**config.mk**
```make
export PLATFORM = sky130hd
export DESIGN_NAME = three_wire_l3_bus_master
export DESIGN_NICKNAME = d
export VERILOG_FILES = /design/src/hw/rtl/l3bm_pkg.sv /design/src/hw/rtl/l3bm_seq.sv /design/src/hw/rtl/three_wire_l3_bus_master.sv
export SDC_FILE = /design/constraint.sdc
export NUM_CORES = 1
export LEC_CHECK = 0
export CAP_MARGIN = 20
export CORE_ASPECT_RATIO = 0.9
export CORE_MARGIN = 3
export CORE_UTILIZATION = 50
export CTS_CLUSTER_SIZE = 8
export DETAILED_ROUTE_END_ITERATION = 8
export DONT_BUFFER_PORTS = 1
export PLACE_DENSITY = 0.7
export SLEW_MARGIN = 40
export SYNTH_ARGS = -nofsm -noshare
export SYNTH_HDL_FRONTEND = slang
export SYNTH_SLANG_ARGS = --single-unit
```
**constraint.sdc**
```tcl
create_clock -name clk_i -period 5.05 [get_ports clk_i]
set_input_delay 0.7575 -clock clk_i [delete_from_list [all_inputs] [get_ports clk_i]]
set_output_delay 0.7575 -clock clk_i [all_outputs]
set_load 0.02 [all_outputs]
```
**src/hw/rtl/l3bm_pkg.sv**
```systemverilog
// shared types and constants for the three-wire bus master
package l3bm_pkg;

  localparam int unsigned BitsPerByte = 8;
  localparam int unsigned LenWidth    = 16;
  localparam int unsigned CfgIdxWidth = 3;

  // command kinds carried on the mode field
  typedef enum logic [1:0] {
    OP_ADDR  = 2'd0,
    OP_WRITE = 2'd1,
    OP_READ  = 2'd2,
    OP_END   = 2'd3
  } op_e;

  // configuration register indexes
  typedef enum logic [CfgIdxWidth-1:0] {
    CFG_CLOCK_LOW  = 3'd0,
    CFG_CLOCK_HIGH = 3'd1,
    CFG_HALT       = 3'd2,
    CFG_MODE_SETUP = 3'd3,
    CFG_MODE_HOLD  = 3'd4
  } cfg_reg_e;

  // sequencer phases
  typedef enum logic [2:0] {
    PH_IDLE  = 3'd0,
    PH_HALT  = 3'd1,
    PH_SETUP = 3'd2,
    PH_LOW   = 3'd3,
    PH_HIGH  = 3'd4,
    PH_HOLD  = 3'd5
  } phase_e;

  // bus pin levels and ownership
  typedef struct packed {
    logic clk;
    logic dat;
    logic mode;
    logic own;
    logic ddrv;
  } pin_t;

  // phase lengths in ticks
  typedef struct packed {
    logic [LenWidth-1:0] clock_low;
    logic [LenWidth-1:0] clock_high;
    logic [LenWidth-1:0] halt;
    logic [LenWidth-1:0] mode_setup;
    logic [LenWidth-1:0] mode_hold;
  } cfg_t;

  // everything reported for one tick
  typedef struct packed {
    pin_t                   pins;
    logic                   cmd_ready;
    logic [BitsPerByte-1:0] read_byte;
    logic                   read_valid;
  } res_t;

endpackage

```
**src/hw/rtl/l3bm_seq.sv**
```systemverilog
// bus sequencer: state registers and the per-tick next-state logic
module l3bm_seq #(
  parameter int unsigned TIMER_WIDTH = 16
) (
  input  logic                              clk_i,
  input  logic                              rst_ni,
  input  logic                              step_i,
  input  logic                              cmd_valid_i,
  input  logic [1:0]                        mode_i,
  input  logic [l3bm_pkg::BitsPerByte-1:0]  cmd_byte_i,
  input  logic                              data_line_in_i,
  input  l3bm_pkg::cfg_t                    cfg_i,
  output l3bm_pkg::res_t                    res_o
);

  localparam int unsigned ExtW =
    (TIMER_WIDTH > l3bm_pkg::LenWidth) ? TIMER_WIDTH : l3bm_pkg::LenWidth;
  localparam int unsigned BitW = $clog2(l3bm_pkg::BitsPerByte);

  l3bm_pkg::phase_e                    phase_q, phase_d;
  l3bm_pkg::op_e                       op_q, op_d;
  logic [BitW-1:0]                     bit_q, bit_d;
  logic [l3bm_pkg::BitsPerByte-1:0]    shift_q, shift_d;
  logic [l3bm_pkg::BitsPerByte-1:0]    last_rd_q, last_rd_d;
  logic [1:0]                          seq_cnt_q, seq_cnt_d;
  logic [TIMER_WIDTH-1:0]              timer_q, timer_d;
  l3bm_pkg::pin_t                      pins_q, pins_d;

  logic                                enter;
  l3bm_pkg::phase_e                    enter_ph;
  logic [l3bm_pkg::LenWidth-1:0]       len_sel;
  logic [l3bm_pkg::LenWidth-1:0]       len_m1;
  logic [ExtW-1:0]                     len_ext;
  logic [TIMER_WIDTH-1:0]              len_sat;
  logic [l3bm_pkg::BitsPerByte-1:0]    shift_nxt;
  logic                                ready;
  logic                                rvalid;
  l3bm_pkg::op_e                       cmd_op;

  assign cmd_op = l3bm_pkg::op_e'(mode_i);

  // phase length to timer load: zero acts as one tick, long values saturate
  assign len_m1  = (len_sel == '0) ? '0 : len_sel - 1'b1;
  assign len_ext = ExtW'(len_m1);
  assign len_sat = (len_ext > ExtW'({TIMER_WIDTH{1'b1}})) ? {TIMER_WIDTH{1'b1}}
                                                           : TIMER_WIDTH'(len_ext);

  // next state for one tick
  always_comb begin
    phase_d   = phase_q;
    op_d      = op_q;
    bit_d     = bit_q;
    shift_d   = shift_q;
    last_rd_d = last_rd_q;
    seq_cnt_d = seq_cnt_q;
    timer_d   = timer_q;
    pins_d    = pins_q;
    enter     = 1'b0;
    enter_ph  = l3bm_pkg::PH_IDLE;
    len_sel   = cfg_i.mode_setup;
    ready     = 1'b0;
    rvalid    = 1'b0;
    shift_nxt = shift_q >> 1;

    if (phase_q == l3bm_pkg::PH_IDLE) begin
      if (cmd_valid_i) begin
        ready = 1'b1;
        if (cmd_op == l3bm_pkg::OP_END) begin
          pins_d.own  = 1'b0;
          pins_d.ddrv = 1'b0;
          seq_cnt_d   = 2'd0;
        end else if (cmd_op == l3bm_pkg::OP_ADDR) begin
          pins_d    = '{clk: 1'b1, dat: 1'b1, mode: 1'b0, own: 1'b1, ddrv: 1'b1};
          op_d      = l3bm_pkg::OP_ADDR;
          shift_d   = cmd_byte_i;
          bit_d     = '0;
          seq_cnt_d = 2'd1;
          enter     = 1'b1;
          enter_ph  = l3bm_pkg::PH_SETUP;
          len_sel   = cfg_i.mode_setup;
        end else if (pins_q.own) begin
          op_d  = cmd_op;
          bit_d = '0;
          if (cmd_op == l3bm_pkg::OP_WRITE) begin
            shift_d     = cmd_byte_i;
            pins_d.ddrv = 1'b1;
          end else begin
            shift_d     = '0;
            pins_d.ddrv = 1'b0;
          end
          // later data bytes get a mode low pulse first
          if (seq_cnt_q >= 2'd2) begin
            pins_d.mode = 1'b0;
            enter       = 1'b1;
            enter_ph    = l3bm_pkg::PH_HALT;
            len_sel     = cfg_i.halt;
          end else begin
            enter     = 1'b1;
            enter_ph  = l3bm_pkg::PH_SETUP;
            len_sel   = cfg_i.mode_setup;
            seq_cnt_d = seq_cnt_q + 2'd1;
          end
        end
      end
    end else if (timer_q != '0) begin
      timer_d = timer_q - 1'b1;
    end else begin
      unique case (phase_q)
        l3bm_pkg::PH_HALT: begin
          pins_d.mode = 1'b1;
          enter       = 1'b1;
          enter_ph    = l3bm_pkg::PH_SETUP;
          len_sel     = cfg_i.mode_setup;
        end
        l3bm_pkg::PH_SETUP: begin
          pins_d.clk = 1'b0;
          if (op_q != l3bm_pkg::OP_READ) begin
            pins_d.dat = shift_q[0];
          end
          enter    = 1'b1;
          enter_ph = l3bm_pkg::PH_LOW;
          len_sel  = cfg_i.clock_low;
        end
        l3bm_pkg::PH_LOW: begin
          // sample the data line as the clock rises
          if (op_q == l3bm_pkg::OP_READ) begin
            shift_d = {data_line_in_i, shift_q[l3bm_pkg::BitsPerByte-1:1]};
          end
          pins_d.clk = 1'b1;
          enter      = 1'b1;
          enter_ph   = l3bm_pkg::PH_HIGH;
          len_sel    = cfg_i.clock_high;
        end
        l3bm_pkg::PH_HIGH: begin
          if (bit_q == BitW'(l3bm_pkg::BitsPerByte - 1)) begin
            if (op_q == l3bm_pkg::OP_ADDR) begin
              pins_d.mode = 1'b1;
            end
            enter    = 1'b1;
            enter_ph = l3bm_pkg::PH_HOLD;
            len_sel  = cfg_i.mode_hold;
          end else begin
            bit_d      = bit_q + 1'b1;
            pins_d.clk = 1'b0;
            if (op_q != l3bm_pkg::OP_READ) begin
              shift_d    = shift_nxt;
              pins_d.dat = shift_nxt[0];
            end
            enter    = 1'b1;
            enter_ph = l3bm_pkg::PH_LOW;
            len_sel  = cfg_i.clock_low;
          end
        end
        l3bm_pkg::PH_HOLD: begin
          phase_d = l3bm_pkg::PH_IDLE;
          if (op_q == l3bm_pkg::OP_READ) begin
            last_rd_d = shift_q;
            rvalid    = 1'b1;
          end
        end
        default: begin
          phase_d = l3bm_pkg::PH_IDLE;
        end
      endcase
    end

    if (enter) begin
      phase_d = enter_ph;
      timer_d = len_sat;
    end
  end

  // state registers advance once per accepted tick
  always_ff @(posedge clk_i or negedge rst_ni) begin
    if (!rst_ni) begin
      phase_q   <= l3bm_pkg::PH_IDLE;
      op_q      <= l3bm_pkg::OP_ADDR;
      bit_q     <= '0;
      shift_q   <= '0;
      last_rd_q <= '0;
      seq_cnt_q <= '0;
      timer_q   <= '0;
      pins_q    <= '0;
    end else if (step_i) begin
      phase_q   <= phase_d;
      op_q      <= op_d;
      bit_q     <= bit_d;
      shift_q   <= shift_d;
      last_rd_q <= last_rd_d;
      seq_cnt_q <= seq_cnt_d;
      timer_q   <= timer_d;
      pins_q    <= pins_d;
    end
  end

  // result of this tick
  assign res_o.pins       = pins_d;
  assign res_o.cmd_ready  = ready;
  assign res_o.read_byte  = last_rd_d;
  assign res_o.read_valid = rvalid;

endmodule

```
**src/hw/rtl/three_wire_l3_bus_master.sv**
```systemverilog
// top level of the three-wire bus master: config registers, sequencer, result register
//
// Each input transfer is one bus tick and yields exactly one result transfer
// holding the pin levels, ownership, command acceptance and read data for
// that tick. One tick is taken per clock cycle: the sequencer state is
// updated by a single level of next-state logic, and the result sits in an
// output register, so a new tick is accepted whenever that register is empty
// or being taken in the same cycle. Phase lengths are counted in ticks by a
// TIMER_WIDTH-bit down counter; a length of zero acts as one tick. Commands
// are accepted only between bytes, reported through cmd_ready_o.
module three_wire_l3_bus_master #(
  parameter int unsigned TIMER_WIDTH = 16
) (
  input  logic                                clk_i,
  input  logic                                rst_ni,
  // configuration writes
  input  logic                                cfg_we_i,
  input  logic [l3bm_pkg::CfgIdxWidth-1:0]    cfg_index_i,
  input  logic [l3bm_pkg::LenWidth-1:0]       cfg_data_i,
  // tick input channel
  input  logic                                in_valid_i,
  output logic                                in_stall_o,
  input  logic                                cmd_valid_i,
  input  logic [1:0]                          mode_i,
  input  logic [l3bm_pkg::BitsPerByte-1:0]    cmd_byte_i,
  input  logic                                data_line_in_i,
  // result channel
  output logic                                out_valid_o,
  input  logic                                out_stall_i,
  output logic                                clock_out_o,
  output logic                                data_out_o,
  output logic                                data_drive_o,
  output logic                                mode_out_o,
  output logic                                pins_driven_o,
  output logic                                cmd_ready_o,
  output logic [l3bm_pkg::BitsPerByte-1:0]    read_byte_o,
  output logic                                read_valid_o
);

  localparam logic [l3bm_pkg::LenWidth-1:0] LenReset = l3bm_pkg::LenWidth'(50);

  l3bm_pkg::cfg_t cfg_q;
  l3bm_pkg::res_t res;
  l3bm_pkg::res_t res_q;
  logic           out_valid_q;
  logic           in_xfer;

  // configuration registers
  always_ff @(posedge clk_i or negedge rst_ni) begin
    if (!rst_ni) begin
      cfg_q <= '{LenReset, LenReset, LenReset, LenReset, LenReset};
    end else if (cfg_we_i) begin
      unique case (cfg_index_i)
        l3bm_pkg::CFG_CLOCK_LOW:  cfg_q.clock_low  <= cfg_data_i;
        l3bm_pkg::CFG_CLOCK_HIGH: cfg_q.clock_high <= cfg_data_i;
        l3bm_pkg::CFG_HALT:       cfg_q.halt       <= cfg_data_i;
        l3bm_pkg::CFG_MODE_SETUP: cfg_q.mode_setup <= cfg_data_i;
        l3bm_pkg::CFG_MODE_HOLD:  cfg_q.mode_hold  <= cfg_data_i;
        default: ;
      endcase
    end
  end

  // take a tick when the result register is free or draining
  assign in_stall_o = out_valid_q && out_stall_i;
  assign in_xfer    = in_valid_i && !in_stall_o;

  l3bm_seq #(
    .TIMER_WIDTH (TIMER_WIDTH)
  ) u_seq (
    .clk_i          (clk_i),
    .rst_ni         (rst_ni),
    .step_i         (in_xfer),
    .cmd_valid_i    (cmd_valid_i),
    .mode_i         (mode_i),
    .cmd_byte_i     (cmd_byte_i),
    .data_line_in_i (data_line_in_i),
    .cfg_i          (cfg_q),
    .res_o          (res)
  );

  // result register valid
  always_ff @(posedge clk_i or negedge rst_ni) begin
    if (!rst_ni) begin
      out_valid_q <= 1'b0;
    end else if (in_xfer) begin
      out_valid_q <= 1'b1;
    end else if (!out_stall_i) begin
      out_valid_q <= 1'b0;
    end
  end

  // result register payload
  always_ff @(posedge clk_i) begin
    if (in_xfer) begin
      res_q <= res;
    end
  end

  assign out_valid_o   = out_valid_q;
  assign clock_out_o   = res_q.pins.clk;
  assign data_out_o    = res_q.pins.dat;
  assign data_drive_o  = res_q.pins.ddrv;
  assign mode_out_o    = res_q.pins.mode;
  assign pins_driven_o = res_q.pins.own;
  assign cmd_ready_o   = res_q.cmd_ready;
  assign read_byte_o   = res_q.read_byte;
  assign read_valid_o  = res_q.read_valid;

endmodule

```
==> reports/results.tsv <==
metric	value	unit
hp-class	input port to asynchronous set/reset pin	
num-fill-cells	1144	
ys_warn_count	0	
skew	10.34	ps
antenna_found_initial	0	
ctsLongestPathBuffers	2	
dp.cells	829	
cts_resized	0	
io_pins	53	
fp-row-count	41	
track_usage	0.2226	
path_clk_slew	60	ps
vias	5293	
rrSetupSlack	620	ps
htree_levels	4	
die_x	132.6	um
ys_ff_latch	143	
cts_buffers	17	
fmax	0.2258	GHz
clock_sinks	143	
drtPass1Iterations	5	
post-route-period-util	0.8770	
end_kind	register	
syn_nets	700	
dp_hpwl	11670	um
vdd_drop_max	0.0003343	V
via_per_inst	6.133	
cts_tree	built	
drc	0	
critPathMaxFanout	12	
drt-total-wl	17080	um
p_per_area	506.8	mW/mm^2
fin_total_pwr	4130	uW
diodes	0	
syn-cell-area	0.007217	mm^2
synthTopCellsByArea	dfrtp_1 (39%), mux2_2 (14%), edfxtp_1 (6.2%)	
drtIter0Drc	525	
synth_common_cells	dfrtp_1 (113), mux2_2 (90), nand2_1 (66), nor2_1 (43), o21ai_0 (33)	
synth_ff_type	dfrtp_1	
leakage	0.003327	uW
postCtsSetupRepairBufs	0	
io_buffers	0	
place.gp.congestion	0.9275	
core_area	0.01406	mm^2
root_buffer	clkbuf_16	
synth-async-reset-ratio	0.8951	
drv_cap	0	
status	finished, final reports clean	
rsz0062_at_grt	no	
nNetsFinal	702	
die_area	0.01591	mm^2
fin_crit	4429	ps
synth.avg_cell_area	11.02	um^2
synth_cell_type_count	69	
wire_per_inst	19.79	um
worstRegToRegCells	14	
drive_above_1_share	0.2597	
finalSetupTns	0	ps
synth_top_area_frac	0.3918	
synth_edf_count	15	
setup_violations	0	
startpoint_type	register	
crit_required	5340	ps
tightestPinTransition	843.5	ps
grt_max_degree	129	
initial_core_util	0.5134	
cts_hold_buf	0	
clk_latency	430	ps
die_h	120.0	um
grt_pass1_wl	28250	um
yosysMostFrequentCell	dfrtp_1	
finalMaxSlewViolations	0	
antenna_left	0	
arrival	4720	ps
finalHoldViolCount	0	
syn2layout_area_growth	12.90	%
slew_headroom	0.4356	
grt_pass1_vias	5494	
ys_seq_area_frac	0.5088	
yosysTopAreaCell	dfrtp_1	
netlist_instances	655	
grt-ovfl-total	0	
path_class	register to register	
layoutNonFillerInstCount	863	
-- sequential cells by signal, indices dropped and copies added, names as in the netlist --
name	count
out_valid_o	1
u_seq.op_q	2
read_byte_o	8
u_seq.pins_q	5
mode_out_o	1
u_seq.seq_cnt_q	2
data_out_o	1
u_seq.timer_q	16
u_seq.last_rd_q	8
clock_out_o	1
data_drive_o	1
u_seq.phase_q	3
u_seq.shift_q	8
read_valid_o	1
cmd_ready_o	1
cfg_q	80
u_seq.bit_q	3
pins_driven_o	1
-- layout by cell type, fill, tap and decap left out, types with 3 or more instances in the layout --
cell type and n:
a211oi_1 19, a21o_1 3, a21oi_1 16, a222oi_1 13, a22o_1 10, a22oi_1 4
a31oi_1 9, buf_4 15, bufinv_16 3, clkbuf_16 17, dfrtp_1 113, dfstp_2 15
edfxtp_1 15, ha_1 9, inv_1 14, mux2_2 90, nand2_1 66, nand2b_1 10
nand3_1 15, nand4_1 3, nor2_1 43, nor2b_1 5, nor3_1 13, nor4_1 6
nor4_2 3, nor4bb_4 3, o211ai_1 4, o21a_1 3, o21ai_0 33, o21ai_1 3
o221ai_1 3, o22ai_1 10, o41ai_1 3, or3_1 8, xnor2_1 8, xor2_1 6
-- cell type report --
cell class                      instances  area [um^2]  share of cell area
Clock buffer                           21        460.4             0.05651
Sequential cell                       143         3672              0.4507
Inverter                               14        52.55            0.006450
Timing Repair Buffer                   17        132.6             0.01628
Multi-Input combinational cell        464         3435              0.4215
Tap cell                              193        241.5             0.02964
Clock inverter                         11        153.9             0.01889
-- metal layers --
metal,GRT usage,vias to the layer above,part of all wire
met3,0.05742,26,0.057
met5,0,-,0
met1,0.3028,2641,0.46
met4,0.07922,0,0.019
met2,0.3479,180,0.46
li1,-,2446,-
-- worst paths after layout --
path | from | endpoint
setup / recovery | u_seq.bit_q[0] | u_seq.timer_q[14]
hold / removal | rst_ni | u_seq.last_rd_q[4]
setup reg to reg | u_seq.bit_q[0] | u_seq.timer_q[14]
hold reg to reg | u_seq.pins_q[4] | u_seq.pins_q[4]
max in group asynchronous | rst_ni | u_seq.last_rd_q[6]
min in group clk_i | in_valid_i | out_valid_o
-- where the power goes --
group / total (uW) / switching (uW) / leakage, uW / internal (uW)
Sequential: 1730 / 254 / 0.00170 / 1470
Clock: 1300 / 496 / 0.000300 / 808
Combinational: 1100 / 632 / 0.00133 / 468
Total: 4130 / 1380 / 0.00333 / 2750
-- worst max-delay path: stages, from the launching register on --
cell and delay [ps]:
dfrtp_1 370, ha_1 160, ha_1 250, or3b_2 180, a21oi_1 250, a222oi_1 500, o211a_1 230, ha_1 190
a21boi_0 190, nand3_1 150, nor4_2 380, or3b_4 450, o31ai_4 550, nand2b_1 290, o221ai_1 150
-- cell families after synthesis --
| group | count (synthesis) | synth area share |
|---|---|---|
| buffers and inverters | 48 | 0.02618 |
| adders and majority gates | 9 | 0.01560 |
| and+or+nand+nor | 199 | 0.1427 |
| muxes | 90 | 0.1404 |
| DFF | 143 | 0.5088 |
| xor gates and xnor gates | 14 | 0.01699 |
| AOI/OAI and AO/OA | 152 | 0.1493 |
-- through the flow --
stage	utilization	setup WS, ps	hold slack (ps)	area, um^2
2_1_floorplan	-	1008	439.3	7217
3_3_place_gp	0.5328	816.8	454.1	7488
3_5_place_dp	0.5340	599.0	459.9	7506
4_1_cts	0.5777	704.9	5.256	8120
5_1_grt	0.5797	398.2	0.6085	8148
6_report	0.5797	621.2	21.70	8148
No activity file was read; power rests on OpenSTA's default activity.
